**src/hdl/tbdr_pkg.sv**
```systemverilog
// Shared types and constants for the three-button debounce block.
`timescale 1ns / 1ps

package tbdr_pkg;

  localparam int unsigned TimeW    = 32;
  localparam int unsigned CfgW     = 16;
  localparam int unsigned CfgIdxW  = 8;
  localparam int unsigned InDataW  = 40;
  localparam int unsigned OutDataW = 8;

  localparam logic [CfgW-1:0] DebounceRst    = 16'd30;
  localparam logic [CfgW-1:0] RepeatDelayRst = 16'd400;
  localparam logic [CfgW-1:0] RepeatIntvRst  = 16'd120;
  localparam logic [CfgW-1:0] LongPressRst   = 16'd800;

  typedef enum logic [2:0] {
    EV_NONE     = 3'd0,
    EV_UP       = 3'd1,
    EV_DOWN     = 3'd2,
    EV_OK_SHORT = 3'd3,
    EV_OK_LONG  = 3'd4
  } event_e;

  typedef enum logic [CfgIdxW-1:0] {
    CFG_DEBOUNCE     = 8'd0,
    CFG_REPEAT_DELAY = 8'd1,
    CFG_REPEAT_INTV  = 8'd2,
    CFG_LONG_PRESS   = 8'd3
  } cfg_idx_e;

  // per-button filter result for the current poll
  typedef struct packed {
    logic             press;    // clean press edge this poll
    logic             released; // clean release edge this poll
    logic             stable;   // debounced level after this poll
    logic [TimeW-1:0] held_ms;  // time since debounced press began
  } btn_status_t;

endpackage

```
**src/hdl/tbdr_button.sv**
```systemverilog
// Debounce filter for one button: raw tracking, stable level and press time.
`timescale 1ns / 1ps

module tbdr_button (
  input  logic                         clk_i,
  input  logic                         rst_ni,
  input  logic                         en_i,
  input  logic                         level_i,
  input  logic [tbdr_pkg::TimeW-1:0]   now_i,
  input  logic [tbdr_pkg::CfgW-1:0]    debounce_i,
  output tbdr_pkg::btn_status_t        status_o
);
  import tbdr_pkg::*;

  logic             raw_seen_q, raw_seen_d;
  logic             stable_q, stable_d;
  logic [TimeW-1:0] change_time_q, change_time_d;
  logic [TimeW-1:0] press_time_q, press_time_d;

  logic             raw_changed;
  logic [TimeW-1:0] since_change;
  logic             settle;

  always_comb begin
    raw_changed  = (level_i != raw_seen_q);
    // a fresh raw change has zero elapsed time
    since_change = raw_changed ? '0 : (now_i - change_time_q);
    settle       = (level_i != stable_q) &&
                   (since_change >= {{(TimeW-CfgW){1'b0}}, debounce_i});

    status_o.press    = settle && level_i;
    status_o.released = settle && !level_i;
    status_o.stable   = settle ? level_i : stable_q;
    status_o.held_ms  = status_o.press ? '0 : (now_i - press_time_q);

    raw_seen_d    = raw_seen_q;
    change_time_d = change_time_q;
    stable_d      = stable_q;
    press_time_d  = press_time_q;
    if (en_i) begin
      raw_seen_d = level_i;
      if (raw_changed) begin
        change_time_d = now_i;
      end
      stable_d = status_o.stable;
      if (status_o.press) begin
        press_time_d = now_i;
      end
    end
  end

  always_ff @(posedge clk_i or negedge rst_ni) begin
    if (!rst_ni) begin
      raw_seen_q    <= 1'b0;
      stable_q      <= 1'b0;
      change_time_q <= '0;
      press_time_q  <= '0;
    end else begin
      raw_seen_q    <= raw_seen_d;
      stable_q      <= stable_d;
      change_time_q <= change_time_d;
      press_time_q  <= press_time_d;
    end
  end

endmodule

```
**src/hdl/three_button_debounce_repeat_longpress.sv**
```systemverilog
// Top level: three-button debouncer with up/down auto-repeat and ok long press.
`timescale 1ns / 1ps

// One poll word in, one event word out, one poll per clock sustained while the
// output is not stalled. A poll is captured in an input register, evaluated in
// a single pass against the button state (which is updated in that same cycle)
// and lands in a result register. The result register decouples the sides: a
// new poll can be taken into an empty input register while a finished event
// waits. Times wrap modulo 2^32.
// Configuration writes are always ready; indexes above 3 are ignored.

module three_button_debounce_repeat_longpress (
  input  logic                             clk_i,
  input  logic                             rst_ni,
  // tdata: [0] up_level, [1] down_level, [2] ok_level, [34:3] now_ms, rest 0
  input  logic                             s_axis_tvalid,
  output logic                             s_axis_tready,
  input  logic [tbdr_pkg::InDataW-1:0]     s_axis_tdata,
  // tdata: [2:0] event_res, rest 0
  output logic                             m_axis_tvalid,
  input  logic                             m_axis_tready,
  output logic [tbdr_pkg::OutDataW-1:0]    m_axis_tdata,
  input  logic                             cfg_valid_i,
  output logic                             cfg_ready_o,
  input  logic [tbdr_pkg::CfgIdxW-1:0]     cfg_index_i,
  input  logic [tbdr_pkg::CfgW-1:0]        cfg_data_i
);
  import tbdr_pkg::*;

  localparam int unsigned NowLsb = 3;

  logic [CfgW-1:0] debounce_q, repeat_delay_q, repeat_intv_q, long_press_q;

  logic             in_valid_q;
  logic             up_q, down_q, ok_q;
  logic [TimeW-1:0] now_q;

  logic             out_valid_q;
  event_e           event_q, event_d;

  logic [TimeW-1:0] repeat_time_q [2];
  logic [TimeW-1:0] repeat_time_d [2];
  logic             long_done_q, long_done_d;

  logic advance, go;
  logic up_fire, down_fire, ok_en;
  logic long_fire, long_done_eff;

  btn_status_t up_st, down_st, ok_st;

  assign advance       = !out_valid_q || m_axis_tready;
  assign go            = in_valid_q && advance;
  assign s_axis_tready = !in_valid_q || advance;
  assign cfg_ready_o   = 1'b1;

  // config registers
  always_ff @(posedge clk_i or negedge rst_ni) begin
    if (!rst_ni) begin
      debounce_q     <= DebounceRst;
      repeat_delay_q <= RepeatDelayRst;
      repeat_intv_q  <= RepeatIntvRst;
      long_press_q   <= LongPressRst;
    end else if (cfg_valid_i) begin
      case (cfg_index_i)
        CFG_DEBOUNCE:     debounce_q     <= cfg_data_i;
        CFG_REPEAT_DELAY: repeat_delay_q <= cfg_data_i;
        CFG_REPEAT_INTV:  repeat_intv_q  <= cfg_data_i;
        CFG_LONG_PRESS:   long_press_q   <= cfg_data_i;
        default: ;
      endcase
    end
  end

  // input register
  always_ff @(posedge clk_i or negedge rst_ni) begin
    if (!rst_ni) begin
      in_valid_q <= 1'b0;
    end else if (s_axis_tready) begin
      in_valid_q <= s_axis_tvalid;
    end
  end

  always_ff @(posedge clk_i) begin
    if (s_axis_tready && s_axis_tvalid) begin
      up_q   <= s_axis_tdata[0];
      down_q <= s_axis_tdata[1];
      ok_q   <= s_axis_tdata[2];
      now_q  <= s_axis_tdata[NowLsb +: TimeW];
    end
  end

  // down is only filtered when up stays quiet, ok only when both stay quiet
  tbdr_button u_up (
    .clk_i      (clk_i),
    .rst_ni     (rst_ni),
    .en_i       (go),
    .level_i    (up_q),
    .now_i      (now_q),
    .debounce_i (debounce_q),
    .status_o   (up_st)
  );

  tbdr_button u_down (
    .clk_i      (clk_i),
    .rst_ni     (rst_ni),
    .en_i       (go && !up_fire),
    .level_i    (down_q),
    .now_i      (now_q),
    .debounce_i (debounce_q),
    .status_o   (down_st)
  );

  tbdr_button u_ok (
    .clk_i      (clk_i),
    .rst_ni     (rst_ni),
    .en_i       (ok_en),
    .level_i    (ok_q),
    .now_i      (now_q),
    .debounce_i (debounce_q),
    .status_o   (ok_st)
  );

  always_comb begin
    up_fire = up_st.press ||
              (up_st.stable &&
               (up_st.held_ms >= {{(TimeW-CfgW){1'b0}}, repeat_delay_q}) &&
               ((now_q - repeat_time_q[0]) >= {{(TimeW-CfgW){1'b0}}, repeat_intv_q}));
    down_fire = down_st.press ||
                (down_st.stable &&
                 (down_st.held_ms >= {{(TimeW-CfgW){1'b0}}, repeat_delay_q}) &&
                 ((now_q - repeat_time_q[1]) >= {{(TimeW-CfgW){1'b0}}, repeat_intv_q}));
    ok_en = go && !up_fire && !down_fire;

    long_done_eff = ok_st.press ? 1'b0 : long_done_q;
    long_fire     = ok_st.stable && !long_done_eff &&
                    (ok_st.held_ms >= {{(TimeW-CfgW){1'b0}}, long_press_q});

    repeat_time_d[0] = repeat_time_q[0];
    repeat_time_d[1] = repeat_time_q[1];
    long_done_d      = long_done_q;
    event_d          = EV_NONE;
    if (up_fire) begin
      event_d = EV_UP;
      if (go) begin
        repeat_time_d[0] = now_q;
      end
    end else if (down_fire) begin
      event_d = EV_DOWN;
      if (go) begin
        repeat_time_d[1] = now_q;
      end
    end else begin
      if (go) begin
        long_done_d = long_done_eff;
      end
      if (long_fire) begin
        event_d = EV_OK_LONG;
        if (go) begin
          long_done_d = 1'b1;
        end
      end else if (ok_st.released && !long_done_eff) begin
        event_d = EV_OK_SHORT;
      end
    end
  end

  always_ff @(posedge clk_i or negedge rst_ni) begin
    if (!rst_ni) begin
      repeat_time_q[0] <= '0;
      repeat_time_q[1] <= '0;
      long_done_q      <= 1'b0;
    end else begin
      repeat_time_q[0] <= repeat_time_d[0];
      repeat_time_q[1] <= repeat_time_d[1];
      long_done_q      <= long_done_d;
    end
  end

  // result register
  always_ff @(posedge clk_i or negedge rst_ni) begin
    if (!rst_ni) begin
      out_valid_q <= 1'b0;
    end else if (advance) begin
      out_valid_q <= in_valid_q;
    end
  end

  always_ff @(posedge clk_i) begin
    if (go) begin
      event_q <= event_d;
    end
  end

  assign m_axis_tvalid = out_valid_q;
  assign m_axis_tdata  = {{(OutDataW-3){1'b0}}, event_q};

endmodule

```
**config.mk**
```make
export PLATFORM = sky130hd
export DESIGN_NAME = three_button_debounce_repeat_longpress
export DESIGN_NICKNAME = d
export VERILOG_FILES = /design/src/hdl/tbdr_pkg.sv /design/src/hdl/tbdr_button.sv /design/src/hdl/three_button_debounce_repeat_longpress.sv
export SDC_FILE = /design/constraint.sdc
export NUM_CORES = 1
export LEC_CHECK = 0
export BUFFER_PORTS_ARGS = -buffer_cell sky130_fd_sc_hd__buf_2
export CAP_MARGIN = 40
export CORE_UTILIZATION = 30
export CTS_CLUSTER_DIAMETER = 200
export DETAILED_ROUTE_END_ITERATION = 16
export PLACE_DENSITY = 0.43
export SLEW_MARGIN = 20
export SYNTH_ARGS = -nofsm -noshare
export SYNTH_HDL_FRONTEND = slang
export SYNTH_SLANG_ARGS = --single-unit
export TNS_END_PERCENT = 50
```
**constraint.sdc**
```tcl
create_clock -name clk_i -period 9.6 [get_ports clk_i]
set_clock_uncertainty 0.1 [all_clocks]
set_input_delay 0 -clock clk_i [delete_from_list [all_inputs] [get_ports clk_i]]
set_output_delay 0 -clock clk_i [all_outputs]
set_load 0.005 [all_outputs]
```
==> flow_metrics.tcl <==
set metrics [dict create \
    status "complete, no violations" \
    layout-area-overhead-vs-synth_pct 16.1 \
    hold_viol 0 \
    crit_fanout 15 \
    synth_cell_types 87 \
    cp-start-kind "flop" \
    ys_warn_count 0 \
    worstHoldStart "s_axis_tdata[7]" \
    slew_violations 0 \
    cts_tree "yes" \
    critPathMaxStageDelay_ps 730 \
    fin_nets 4327 \
    core_mm2 0.106 \
    end_kind "flop" \
    nFillCells 11128 \
    path_delay_family "simple AND/OR/NAND/NOR gates" \
    setup_ws_ps 642 \
    io_buffers 68 \
    rsz0062_at_grt "false" \
    power_density_mw_per_mm2 330 \
    wl_per_cell_um 20.9 \
    clk_latency_ps 660 \
    h-tree-depth 2 \
    relSlewSlack_pct 37.2 \
    period_needed_ps 8960 \
    cp.arrival_ps 9400 \
    grt_max_degree 144 \
    tightest_slew_ps 938 \
    leakage_nw 16.9 \
    p_sw_mw 5.72 \
    r2r_start "now_q[0]$_DFFE_PP_" \
    syn_avg_cell_area_um2 8.77 \
    clk_pin_slew_ps 60 \
    drtPass1Iterations 8 \
    ys_seq_elements 367 \
    ctsRootBufferMaster "clkbuf_16" \
    startpoint "now_q[0]$_DFFE_PP_" \
    final_common_cell "inv_1" \
    gp_congestion 0.875 \
    antenna_found_initial 12 \
    hold_class "in -> reg" \
    chipWidth_um 330 \
    cts.sinks 367 \
    groute.usage.overall_pct 20.4 \
    layout_common_cells "383 x inv_1, 376 x ha_1, 315 x dfrtp_1" \
    hpwl_um 83100 \
    yosys.area.top_type "dfrtp_1" \
    worst-path-buf-inv 5 \
    fin_tns_setup_ps 0 \
    grt_pass1_wl_um 169000 \
    fmax_mhz 112 \
    drc 0 \
    setup-violations-final 0 \
    vias_per_cell 5.26 \
    pwr-share-comb_pct 64.7 \
    num_vias 27918 \
    syn-cell-area_mm2 0.0323 \
    max_cap_viol_count 0 \
    layout-drive-gt1-share_pct 14.4 \
    crit_required_ps 10040 \
    ir_worst_vdd_v 0.000149 \
    async_reset_ff_share_pct 89.6 \
    switching_share_pct 46.3 \
    critPathMostFrequentCell "nand4_1" \
    dieArea_mm2 0.109 \
    clkPwrFrac_pct 15.9 \
    synth_top_area_share_pct 24.4 \
    die_h_um 330 \
    final_antenna_net_count 0 \
    cts_buffers 52 \
    p_int_mw 6.64 \
    ys_seq_area_share_pct 29.1 \
    start_util_pct 30.4 \
    ioPinCount 80 \
    synth_flop_cell "dfrtp_1" \
    period_share_pct 93.3 \
    yosys-top-cells-area "dfrtp_1 24%, ha_1 15%, mux2_2 8.5%" \
    post-place-ws_ps 574 \
    pwr-share-seq_pct 19.4 \
    grt_pass1_vias 27776 \
    slowest_stage "or4b_2" \
    drtIter0Drc 1713 \
    path_class "reg -> reg" \
    grt-ovfl-total 0 \
    synthCells 3678 \
    wirelength_um 111000 \
    synth_edf_count 38 \
    post_cts_buffers 0 \
    row_count 119 \
    cts_buffer_depth 3 \
]
-- Yosys cell counts (all sizes together), types with 24 or more instances --
| library cell | n |
|---|---|
| o21ai | 226 |
| a21o | 85 |
| xnor2 | 94 |
| nand2 | 227 |
| nor3 | 49 |
| o31ai | 30 |
| and2 | 35 |
| nor2 | 236 |
| mux2i | 24 |
| a31oi | 40 |
| nor2b | 36 |
| a211oi | 44 |
| edfxtp | 38 |
| nand4 | 72 |
| o211ai | 43 |
| and3 | 26 |
| nand2b | 59 |
| dfrtp | 315 |
| a21oi | 289 |
| clkbuf | 105 |
| nor4 | 24 |
| xor2 | 77 |
| mux2 | 272 |
| o21a | 52 |
| ha | 376 |
| o21bai | 25 |
| inv | 383 |
| nand3 | 96 |
-- routing by layer --
layer | vias to the layer above | wire length (um) | GRT usage [%]
li1 | 13726 | - | -
met1 | 13491 | 51800 | 27.0
met2 | 534 | 51500 | 34.2
met3 | 161 | 4250 | 2.53
met4 | 6 | 3630 | 7.06
met5 | - | 35 | 0
-- per-stage QoR --
step	hold slack [ps]	area, um^2	instances	util [%]	power, mW
2_1_floorplan	-396	32300	3682	-	8.30
3_3_place_gp	-24.3	34500	5094	32.6	10.3
3_5_place_dp	-24.2	34600	5102	32.7	10.3
4_1_cts	3.16	37400	5309	35.3	12.4
5_1_grt	22.3	37500	5309	35.3	13.5
6_report	30.0	37500	5311	35.3	12.4
-- cell families (layout without fill, tap and decap cells) --
logic type	count (synthesis)	in the layout	share of synthesized area [%]
AO/OA/AOI/OAI	999	999	19.8
XOR/XNOR	171	171	4.64
adder cells (fa/ha/maj)	384	384	15.1
buffers and inverters	511	747	6.12
flip-flops	367	367	29.1
multiplexers	296	296	10.6
other	2	8	0.0233
AND/OR/NAND/NOR	948	948	14.6
-- timing repair --
item / in CTS / in global routing
setup endpoints to repair: 0 / 1
gates resized for setup: 0 / 1
hold buffers: 109 / 0
endpoints found under the hold margin: 197 / 0
-- power groups by stage --
stage | Sequential [mW] | Combinational [mW] | Clock (mW)
final | 2.40 | 8.00 | 1.96
after global routing | 2.48 | 8.99 | 2.08
after CTS | 2.40 | 8.00 | 2.03
after detailed placement | 2.42 | 7.92 | 0
after global placement | 2.41 | 7.93 | 0
after floorplan | 2.36 | 5.93 | 0
-- final cells by class --
| cell class | count | area [um^2] | area share [%] |
|---|---|---|---|
| multi-input cells | 2804 | 21000 | 56.0 |
| flip-flops and latches | 367 | 9390 | 25.1 |
| repair buffers | 264 | 2210 | 5.90 |
| well taps | 1391 | 1740 | 4.65 |
| clock buffers | 74 | 1490 | 3.96 |
| inverters | 385 | 1450 | 3.86 |
| clock inverters | 24 | 213 | 0.568 |
| diodes | 2 | 5.00 | 0.0134 |
-- sequential cells by signal (all words and copies together) (netlist names), 3 cells and up --
name,cells
u_up.press_time_q,32
long_press_q,16
repeat_time_q,64
now_q,32
repeat_intv_q,16
u_down.press_time_q,32
debounce_q,16
u_up.change_time_q,32
u_ok.press_time_q,32
u_down.change_time_q,32
repeat_delay_q,16
event_q,3
u_ok.change_time_q,32
-- worst paths after layout --
path / end / cells after the start / slack [ps]
worst max-delay path: u_ok.press_time_q[14]$_DFFE_PN0P_ / 39 / 640
worst max register to register: u_ok.press_time_q[14]$_DFFE_PN0P_ / 39 / 640
worst min register to register: u_up.change_time_q[12]$_DFFE_PN0P_ / 1 / 400
max in group asynchronous: repeat_time_q[54]$_DFFE_PN0P_ / 4 / 7990
worst min-delay path: now_q[4]$_DFFE_PP_ / 2 / 30
min in group asynchronous: long_press_q[5]$_DFFE_PN1P_ / 3 / 450
-- worst reg2reg max path, delay by kind of cell (launching register included) --
| family | cells | cell delay, ps |
|---|---|---|
| and+or+nand+nor | 16 | 3270 |
| AOI/OAI and AO/OA | 12 | 2700 |
| muxes | 1 | 360 |
| buffers and inverters | 5 | 770 |
| DFF | 1 | 380 |
| xor gates and xnor gates | 1 | 150 |
| adders and majority gates | 4 | 1130 |
No activity file was read; power rests on OpenSTA's default activity.
